==> config.mk <==
export PLATFORM = sky130hd
export DESIGN_NAME = linear_scan_register_allocator
export DESIGN_NICKNAME = d
export VERILOG_FILES = /design/src/lsra_pkg.sv /design/src/lsra_ram.sv /design/src/lsra_ctrl.sv /design/src/linear_scan_register_allocator.sv
export SDC_FILE = /design/constraint.sdc
export NUM_CORES = 2
export LEC_CHECK = 0
export ABC_AREA = 1
export ABC_CLOCK_PERIOD_IN_PS = 18450
export BUFFER_PORTS_ARGS = -buffer_cell sky130_fd_sc_hd__buf_4
export CORE_ASPECT_RATIO = 1.25
export CORE_MARGIN = 4
export CORE_UTILIZATION = 40
export CTS_CLUSTER_DIAMETER = 200
export DETAILED_ROUTE_END_ITERATION = 10
export MAX_ROUTING_LAYER = met4
export SYNTH_ARGS = -nofsm -noshare
export SYNTH_HDL_FRONTEND = slang
export SYNTH_SLANG_ARGS = --single-unit
==> constraint.sdc <==
create_clock -name clk -period 18.45 [get_ports clk]
set_input_delay 3.69 -clock clk [delete_from_list [all_inputs] [get_ports clk]]
set_output_delay 3.69 -clock clk [all_outputs]
set_load 0.01 [all_outputs]
==> src/lsra_pkg.sv <==
// ----------------------------------------------------------------------------
// lsra_pkg
// Shared types and codes of the linear-scan register allocator: sequencer
// states, result status codes, web table encodings and register map.
// ----------------------------------------------------------------------------
package lsra_pkg;

  // Sequencer states
  typedef enum logic [2:0] {
    S_CLEAR,
    S_IDLE,
    S_LOOK,
    S_SCAN,
    S_LAST,
    S_PICK,
    S_ASSIGN,
    S_RESULT
  } state_t;

  // Result status codes
  typedef enum logic [2:0] {
    ST_ASSIGNED       = 3'd0,
    ST_SPILL_ASSIGNED = 3'd1,
    ST_NO_REG         = 3'd2,
    ST_END            = 3'd3,
    ST_IGNORED        = 3'd4
  } status_t;

  // Web table entry: bit 6 marks an active web, bits 5:0 hold its register
  localparam int          WS_W          = 7;
  localparam int          WS_ACTIVE_BIT = 6;
  localparam logic [6:0]  WS_UNASSIGNED = 7'd0;
  localparam logic [6:0]  WS_SPILLED    = 7'd1;
  localparam logic [6:0]  WS_ENDED      = 7'd2;

  // Field widths
  localparam int WEB_W  = 8;
  localparam int AREG_W = 5;

  // Register map: word index taken from paddr[2]
  localparam logic       REG_IDX_NUM_REGS = 1'b0;
  localparam logic [5:0] NUM_REGS_RESET   = 6'd32;

  // One result beat
  typedef struct packed {
    logic [WEB_W-1:0]  out_web_id;
    status_t           status;
    logic [AREG_W-1:0] assigned_reg;
    logic              spill_valid;
    logic [WEB_W-1:0]  spilled_web;
  } result_t;

endpackage

==> src/lsra_ram.sv <==
// ----------------------------------------------------------------------------
// lsra_ram
// Simple dual-port synchronous RAM: one write port, one read port, read data
// registered.
// ----------------------------------------------------------------------------
module lsra_ram #(
  parameter int WIDTH = 8,
  parameter int DEPTH = 32,
  parameter int AW    = (DEPTH > 1) ? $clog2(DEPTH) : 1
) (
  input  logic             clk,
  input  logic             we,
  input  logic [AW-1:0]    waddr,
  input  logic [WIDTH-1:0] wdata,
  input  logic [AW-1:0]    raddr,
  output logic [WIDTH-1:0] rdata
);

  logic [WIDTH-1:0] mem [DEPTH];

  // Write port
  always_ff @(posedge clk) begin
    if (we) begin
      mem[waddr] <= wdata;
    end
  end

  // Registered read port
  always_ff @(posedge clk) begin
    rdata <= mem[raddr];
  end

endmodule

==> src/lsra_ctrl.sv <==
// ----------------------------------------------------------------------------
// lsra_ctrl
// Event sequencer: looks up the web table, scans the register file for the
// lowest free register or the cheapest spill victim, and writes back.
// ----------------------------------------------------------------------------
module lsra_ctrl import lsra_pkg::*; #(
  parameter int NUM_WEBS = 256,
  parameter int NUM_REGS = 32,
  parameter int LEN_BITS = 16,
  parameter int WEB_AW   = $clog2(NUM_WEBS),
  parameter int RW       = (NUM_REGS > 1) ? $clog2(NUM_REGS) : 1
) (
  input  logic                      clk,
  input  logic                      rst,
  // Event channel
  input  logic                      item_valid,
  output logic                      item_stall,
  input  logic                      func,
  input  logic [WEB_W-1:0]          web_id,
  input  logic [15:0]               web_length,
  // Configuration
  input  logic [5:0]                num_regs,
  // Web table memory
  output logic                      ws_we,
  output logic [WEB_AW-1:0]         ws_waddr,
  output logic [WS_W-1:0]           ws_wdata,
  output logic [WEB_AW-1:0]         ws_raddr,
  input  logic [WS_W-1:0]           ws_rdata,
  // Register owner memory: {owner, length}
  output logic                      own_we,
  output logic [RW-1:0]             own_waddr,
  output logic [WEB_W+LEN_BITS-1:0] own_wdata,
  output logic [RW-1:0]             own_raddr,
  input  logic [WEB_W+LEN_BITS-1:0] own_rdata,
  // Result hand-off
  output result_t                   res,
  output logic                      res_load,
  input  logic                      out_free
);

  localparam int CW = RW + 1;

  state_t               state, state_next;
  logic [WEB_AW-1:0]    clr_addr;
  logic                 func_q;
  logic [WEB_W-1:0]     web_q;
  logic [LEN_BITS-1:0]  len_q;
  logic [NUM_REGS-1:0]  busy;
  logic [RW-1:0]        scan_idx;
  logic [RW-1:0]        cmp_idx;
  logic                 cmp_vld;
  logic                 have;
  logic [RW-1:0]        best_reg;
  logic [LEN_BITS-1:0]  best_len;
  logic [WEB_W-1:0]     best_owner;
  logic [RW-1:0]        pick;
  logic                 spill;

  logic [CW-1:0]        usable;
  logic                 web_ok;
  logic                 free_hit;
  logic                 scan_last;
  logic                 ws_active;
  logic [5:0]           ws_reg;
  logic [WEB_W-1:0]     own_owner;
  logic [LEN_BITS-1:0]  own_len;
  logic                 better;

  // Clamp the configured register count
  assign usable    = (32'(num_regs) > NUM_REGS) ? CW'(NUM_REGS) : CW'(num_regs);
  assign web_ok    = (32'(web_id) < NUM_WEBS);
  assign free_hit  = (CW'(scan_idx) < usable) && !busy[scan_idx];
  assign scan_last = (scan_idx == RW'(NUM_REGS - 1));
  assign ws_active = ws_rdata[WS_ACTIVE_BIT];
  assign ws_reg    = ws_rdata[5:0];
  assign own_owner = own_rdata[LEN_BITS +: WEB_W];
  assign own_len   = own_rdata[LEN_BITS-1:0];

  // Spill candidate compare: fewer points first, then lower web id
  assign better = cmp_vld && busy[cmp_idx] &&
                  (!have || (own_len < best_len) ||
                   ((own_len == best_len) && (own_owner < best_owner)));

  // Next state
  always_comb begin
    state_next = state;
    case (state)
      S_CLEAR: begin
        if (clr_addr == WEB_AW'(NUM_WEBS - 1)) state_next = S_IDLE;
      end
      S_IDLE: begin
        if (item_valid) state_next = web_ok ? S_LOOK : S_RESULT;
      end
      S_LOOK: begin
        if (func_q && (ws_rdata == WS_UNASSIGNED)) state_next = S_SCAN;
        else state_next = S_RESULT;
      end
      S_SCAN: begin
        if (free_hit) state_next = S_ASSIGN;
        else if (scan_last) state_next = S_LAST;
      end
      S_LAST: begin
        state_next = S_PICK;
      end
      S_PICK: begin
        state_next = have ? S_ASSIGN : S_RESULT;
      end
      S_ASSIGN: begin
        state_next = S_RESULT;
      end
      S_RESULT: begin
        if (out_free) state_next = S_IDLE;
      end
      default: begin
        state_next = S_IDLE;
      end
    endcase
  end

  // Memory controls and handshake
  always_comb begin
    item_stall = (state != S_IDLE);
    res_load   = 1'b0;
    ws_we      = 1'b0;
    ws_waddr   = WEB_AW'(web_q);
    ws_wdata   = WS_UNASSIGNED;
    ws_raddr   = WEB_AW'(web_id);
    own_we     = 1'b0;
    own_waddr  = pick;
    own_wdata  = {web_q, len_q};
    own_raddr  = scan_idx;
    case (state)
      S_CLEAR: begin
        ws_we    = 1'b1;
        ws_waddr = clr_addr;
      end
      S_LOOK: begin
        if (!func_q && ws_active) begin
          ws_we    = 1'b1;
          ws_wdata = WS_ENDED;
        end
      end
      S_PICK: begin
        if (have) begin
          ws_we    = 1'b1;
          ws_waddr = WEB_AW'(best_owner);
          ws_wdata = WS_SPILLED;
        end
      end
      S_ASSIGN: begin
        ws_we    = 1'b1;
        ws_wdata = {1'b1, 6'(pick)};
        own_we   = 1'b1;
      end
      S_RESULT: begin
        res_load = out_free;
      end
      default: begin
      end
    endcase
  end

  // Control registers
  always_ff @(posedge clk) begin
    if (rst) begin
      state    <= S_CLEAR;
      clr_addr <= '0;
      busy     <= '0;
      cmp_vld  <= 1'b0;
      have     <= 1'b0;
    end else begin
      state   <= state_next;
      cmp_vld <= (state == S_SCAN);
      if (state == S_CLEAR) clr_addr <= clr_addr + 1'b1;
      // Release the register of an ending web
      if ((state == S_LOOK) && !func_q && ws_active && (32'(ws_reg) < NUM_REGS)) begin
        busy[RW'(ws_reg)] <= 1'b0;
      end
      if (state == S_ASSIGN) busy[pick] <= 1'b1;
      if (state == S_LOOK) have <= 1'b0;
      else if (better) have <= 1'b1;
    end
  end

  // Datapath registers
  always_ff @(posedge clk) begin
    cmp_idx <= scan_idx;
    if ((state == S_IDLE) && item_valid) begin
      func_q <= func;
      web_q  <= web_id;
      len_q  <= LEN_BITS'(web_length);
      res    <= '{out_web_id: web_id, status: ST_IGNORED, assigned_reg: '0,
                  spill_valid: 1'b0, spilled_web: '0};
    end
    // Advance the scan
    if (state == S_LOOK) scan_idx <= '0;
    else if ((state == S_SCAN) && !scan_last) scan_idx <= scan_idx + 1'b1;
    // Track the cheapest busy register
    if (better) begin
      best_reg   <= cmp_idx;
      best_len   <= own_len;
      best_owner <= own_owner;
    end
    case (state)
      S_LOOK: begin
        if (!func_q) begin
          res.status       <= ST_END;
          res.assigned_reg <= ws_active ? AREG_W'(ws_reg) : '0;
        end
      end
      S_SCAN: begin
        if (free_hit) begin
          pick  <= scan_idx;
          spill <= 1'b0;
        end
      end
      S_PICK: begin
        pick  <= best_reg;
        spill <= 1'b1;
        if (!have) res.status <= ST_NO_REG;
      end
      S_ASSIGN: begin
        res.status       <= spill ? ST_SPILL_ASSIGNED : ST_ASSIGNED;
        res.assigned_reg <= AREG_W'(pick);
        res.spill_valid  <= spill;
        res.spilled_web  <= spill ? best_owner : '0;
      end
      default: begin
      end
    endcase
  end

endmodule

==> src/linear_scan_register_allocator.sv <==
// ----------------------------------------------------------------------------
// linear_scan_register_allocator
// Flow: start events of an unassigned web scan the register owner memory,
// one entry per cycle; end events and ignored starts skip the scan, and a
// web id outside the table also skips the web table lookup.
// One event at a time: the next event is taken in the cycle after its result
// is handed to the output register, which holds it for the consumer.
// Reset: a clearing pass over all NUM_WEBS web table entries marks every web
// unassigned; events are stalled during it, configuration writes are taken.
// ----------------------------------------------------------------------------
module linear_scan_register_allocator import lsra_pkg::*; #(
  parameter int NUM_WEBS = 256,
  parameter int NUM_REGS = 32,
  parameter int LEN_BITS = 16
) (
  input  logic              clk,
  input  logic              rst,
  // Event channel
  input  logic              item_valid,
  output logic              item_stall,
  input  logic              func,
  input  logic [WEB_W-1:0]  web_id,
  input  logic [15:0]       web_length,
  // Result channel
  output logic              result_valid,
  input  logic              result_stall,
  output logic [WEB_W-1:0]  out_web_id,
  output logic [2:0]        status,
  output logic [AREG_W-1:0] assigned_reg,
  output logic              spill_valid,
  output logic [WEB_W-1:0]  spilled_web,
  // Configuration port
  input  logic              psel,
  input  logic              penable,
  input  logic              pwrite,
  input  logic [2:0]        paddr,
  input  logic [31:0]       pwdata,
  output logic [31:0]       prdata,
  output logic              pready
);

  localparam int WEB_AW = $clog2(NUM_WEBS);
  localparam int RW     = (NUM_REGS > 1) ? $clog2(NUM_REGS) : 1;
  localparam int OWN_W  = WEB_W + LEN_BITS;

  logic [5:0]        num_regs;
  logic              ws_we;
  logic [WEB_AW-1:0] ws_waddr;
  logic [WS_W-1:0]   ws_wdata;
  logic [WEB_AW-1:0] ws_raddr;
  logic [WS_W-1:0]   ws_rdata;
  logic              own_we;
  logic [RW-1:0]     own_waddr;
  logic [OWN_W-1:0]  own_wdata;
  logic [RW-1:0]     own_raddr;
  logic [OWN_W-1:0]  own_rdata;
  result_t           res;
  result_t           out_beat;
  logic              res_load;
  logic              out_free;

  // Configuration register
  assign pready = 1'b1;
  assign prdata = (paddr[2] == REG_IDX_NUM_REGS) ? {26'd0, num_regs} : '0;

  always_ff @(posedge clk) begin
    if (rst) begin
      num_regs <= NUM_REGS_RESET;
    end else if (psel && penable && pwrite && (paddr[2] == REG_IDX_NUM_REGS)) begin
      num_regs <= pwdata[5:0];
    end
  end

  // Web status table
  lsra_ram #(
    .WIDTH (WS_W),
    .DEPTH (NUM_WEBS),
    .AW    (WEB_AW)
  ) u_web_mem (
    .clk   (clk),
    .we    (ws_we),
    .waddr (ws_waddr),
    .wdata (ws_wdata),
    .raddr (ws_raddr),
    .rdata (ws_rdata)
  );

  // Register owner and owner length
  lsra_ram #(
    .WIDTH (OWN_W),
    .DEPTH (NUM_REGS),
    .AW    (RW)
  ) u_owner_mem (
    .clk   (clk),
    .we    (own_we),
    .waddr (own_waddr),
    .wdata (own_wdata),
    .raddr (own_raddr),
    .rdata (own_rdata)
  );

  lsra_ctrl #(
    .NUM_WEBS (NUM_WEBS),
    .NUM_REGS (NUM_REGS),
    .LEN_BITS (LEN_BITS),
    .WEB_AW   (WEB_AW),
    .RW       (RW)
  ) u_ctrl (
    .clk        (clk),
    .rst        (rst),
    .item_valid (item_valid),
    .item_stall (item_stall),
    .func       (func),
    .web_id     (web_id),
    .web_length (web_length),
    .num_regs   (num_regs),
    .ws_we      (ws_we),
    .ws_waddr   (ws_waddr),
    .ws_wdata   (ws_wdata),
    .ws_raddr   (ws_raddr),
    .ws_rdata   (ws_rdata),
    .own_we     (own_we),
    .own_waddr  (own_waddr),
    .own_wdata  (own_wdata),
    .own_raddr  (own_raddr),
    .own_rdata  (own_rdata),
    .res        (res),
    .res_load   (res_load),
    .out_free   (out_free)
  );

  // Output register: hold the beat until taken
  assign out_free = !result_valid || !result_stall;

  always_ff @(posedge clk) begin
    if (rst) begin
      result_valid <= 1'b0;
    end else if (res_load) begin
      result_valid <= 1'b1;
    end else if (!result_stall) begin
      result_valid <= 1'b0;
    end
  end

  always_ff @(posedge clk) begin
    if (res_load) out_beat <= res;
  end

  assign out_web_id   = out_beat.out_web_id;
  assign status       = out_beat.status;
  assign assigned_reg = out_beat.assigned_reg;
  assign spill_valid  = out_beat.spill_valid;
  assign spilled_web  = out_beat.spilled_web;

endmodule

==> impl_metrics.yaml <==
final_layout:
  final_core_util: 0.447
  num-nets-final: 8324
  largest_register: "u_web_mem.mem"
  final_cell_count_no_fill: 11733
  layout_top_registers: "u_web_mem.mem: 1536 flops, u_owner_mem.mem: 768 flops, u_ctrl.busy: 32 flops"
  area_growth_from_synthesis_to_layout_pct: 11.0
  largest_reg_flops: 1536
  drive_above_1_share: 0.0742
routing:
  drt_iter0_drc: 6770
  drt_pass1_iterations: 6
  vias_per_cell: 5.52
  sum_of_routed_wire_length_over_all_layers_um: 271000
  detailroute.via_count: 64719
  drtAntennaViolNets: 0
  avgRoutedWirePerCell_um: 23.1
  drc: 0
die:
  design.die.area_um2: 260000
  initial_utilization: 0.403
  core_outline_area_um2: 250000
  fp.dieW_um: 457
  io_pins: 127
  rows: 205
  die_h_um: 569
grt:
  number_of_global_route_vias_before_repair: 62576
  grt_max_degree: 204
  antenna_found_initial: 9
  global_route.overflow_total: 0
  grt_first_pass_wirelength_um: 400000
  gr-usage-all-layers: 0.209
logic_synthesis:
  synthesis.yosys.warnings: 0
  biggest_area_consumer_among_synthesized_cells: "edfxtp_1"
  avgSynthCellArea_um2: 12.0
  netlist_instances: 8359
  seq_area_frac_synth: 0.736
  synth.cell_area_um2: 101000
  ys_top_cells_by_area: "edfxtp_1, nand3_1, nand2_1"
  synthMostInstantiatedCell: "edfxtp_1"
  synth-async-reset-ratio: 0
  synth_edf_count: 2398
  synth.cells.most_frequent: "edfxtp_1, nand2_1, nand3_1"
  synth_ff_type: "edfxtp_1"
  ys_types: 52
  post-synth-top-area-fraction: 0.716
  ys_seq_elements: 2498
critical_path:
  worst_setup_path_end_kind: "flop"
  critical-path-top-cell-by-count: "nand3_1"
  timing.critical_path.cells: "buf_8 > inv_8 > buf_4 > buf_4 > buf_4 > nand2_1 > nand3_1 > nand3_1 > nand3_1 > nand3_1 > nand2_1 > a21oi_1 > nand2_1 > nand3_1 > nand2_1"
  worstSetupEndpoint: "u_web_mem.rdata[2]$_DFF_P_"
  crit_buf_inv: 5
  r2r_setup_slack_ps: 14020
  critPathTopFamily: "buffers and inverters"
  max_stage_delay_ps: 940
  worstSetupPathType: "in2reg"
  worstSetupStartpointType: "input pin"
  setup.worst_path.start: "web_id[0]"
  stages_on_worst_setup_path: 15
  worst-path-max-fanout: 185
  worst_ep_arrival_time_ps: 9000
  cpMaxStageDelayCell: "buf_4"
  timing.reg2reg.worst_path_depth: 10
  r2r_start: "u_ctrl.state[1]$_SDFFE_PP0P_"
  capturing_point_of_the_worst_reg2reg_path: "u_web_mem.mem[226][0]$_DFFE_PP_"
  cp.required_ps: 19220
pwr:
  power.share.sequential: 0.545
  p_clk_frac: 0.422
  power.static_leakage_uw: 0.0372
  p_int_uw: 8900
  peakVddDrop_mv: 0.0831
  pwr_density_cell_nw_per_um2: 101
  total_switching_power_uw: 2350
  post-layout-total-power_uw: 11200
  p_sw_frac: 0.209
  p_comb_frac: 0.034
placement:
  detailedPlacementHpwl_um: 145000
  post-place-cells: 11303
  detailedPlace.worstSlack_ps: 9310
  buffer_ports.inserted: 71
  place.gp.congestion: 0.884
clock_tree:
  post_cts_resized: 0
  cts_tree: "yes"
  worst_skew_late_latency_ps: 900
  cts_max_level: 4
  cts.sink_count: 2498
  hold_buffers: 0
  clk_transition_reported_paths_ps: 60
  clockRootBuffer: "clkbuf_16"
  post_cts.repair.setup_buffers: 0
  tritoncts.num_buffers: 234
  max-clock-path-buffers: 4
timing:
  finalWorstPathRequiredPeriod_ps: 8230
  worst_pin_slew_ps: 1240
  timing.max_slew.rel_slack: 0.171
  finalHoldViolCount: 0
  clk_skew_ps: 113
  totalNegativeSetupSlack_ps: 0
  timing.final.setup_violations: 0
  maxClockFrequency_ghz: 0.122
  timing.final.max_slew_violations: 0
  worst_slack_ps: 10220
  rsz0062_at_grt: "false"
  timing.final.crit_share: 0.446
job:
  cap_viol_max_count: 0
status:
  result_of_the_run: "finished clean"
worst_hold_path:
  worst_hold_path_type: "reg2reg"
==> placed cells by master (no fill, tap or decap), drive strengths merged, types with 2 or more instances in the layout <==
| cell type | n |
|---|---|
| a31oi | 2 |
| clkinvlp | 8 |
| nor3 | 9 |
| edfxtp | 2398 |
| inv | 267 |
| ha | 30 |
| o21a | 8 |
| clkbuf | 300 |
| a211oi | 4 |
| clkinv | 94 |
| nand2 | 1654 |
| a21oi | 142 |
| a22oi | 3 |
| o221ai | 78 |
| diode | 6 |
| nand4 | 28 |
| buf | 175 |
| nand3 | 1360 |
| nor2 | 870 |
| o22ai | 165 |
| o211ai | 23 |
| xor2 | 2 |
| dfxtp | 100 |
| o21ai | 637 |
| bufinv | 19 |
| conb | 27 |
==> layer usage <==
layer	global-route usage	wire length, um	vias up
met3	0.0274	19000	586
met4	0.0790	11100	0
met1	0.261	107000	31899
li1	-	-	29632
met2	0.347	133000	2602
met5	-	0	-
==> layout make-up <==
| cell class | instances | area [um^2] |
|---|---|---|
| fillers | 22413 | 138000 |
| flip-flops and latches | 2498 | 74000 |
| multi-input cells | 5054 | 23500 |
| clock buffers | 300 | 6330 |
| well taps | 3312 | 4140 |
| repair buffers | 175 | 1460 |
| clock inverters | 124 | 1170 |
| inverters | 264 | 1030 |
| diodes | 6 | 15.0 |
==> worst register-to-register path, cell delays in order (launching register included) <==
cell and delay, ps:
dfxtp_1 440, inv_2 80, nor2_1 160, inv_2 110, nor2_4 650, inv_2 350
nor2_1 170, inv_1 150, nand2_4 480, buf_12 560, buf_4 810
==> worst min path at each step <==
stage / from / endpoint / slack [ps] / cells past startpoint
6_report: u_ctrl.res[1]$_DFFE_PP_ / spilled_web[1]$_DFFE_PP_ / 420 / 0
4_1_cts: u_ctrl.own_raddr[3]$_SDFFE_PP0P_ / u_ctrl.cmp_idx[3]$_DFF_P_ / 430 / 0
3_3_place_gp: u_ctrl.res[1]$_DFFE_PP_ / spilled_web[1]$_DFFE_PP_ / 410 / 0
2_1_floorplan: u_ctrl.own_raddr[0]$_SDFFE_PP0P_ / u_ctrl.cmp_idx[0]$_DFF_P_ / 360 / 0
5_1_grt: u_ctrl.res[1]$_DFFE_PP_ / spilled_web[1]$_DFFE_PP_ / 440 / 0
3_5_place_dp: u_ctrl.res[2]$_DFFE_PP_ / spilled_web[2]$_DFFE_PP_ / 410 / 0
==> power by group through the flow <==
stage,sequential (uW),combinational [uW],clock [uW]
detailed placement,6250,376,0
finish,6130,380,4740
floorplan,6250,251,0
CTS,6130,377,4810
global route,6120,416,5060
global placement,6250,372,0
==> metrics by stage <==
stage / instance area (um^2) / hold WS [ps]
after detailed placement: 104000 / 414
final: 112000 / 425
after CTS: 112000 / 425
after floorplan: 101000 / 361
after global placement: 104000 / 410
after global routing: 112000 / 440
==> logic make-up after synthesis <==
kind of cell    synth area share
buf+inv                   0.0348
compound gates            0.0596
flops                      0.736
other cells            0.0000746
simple gates               0.166
xor+xnor                0.000174
fa+ha+maj                0.00373
Note: power is estimated with default switching activity, not from simulation.
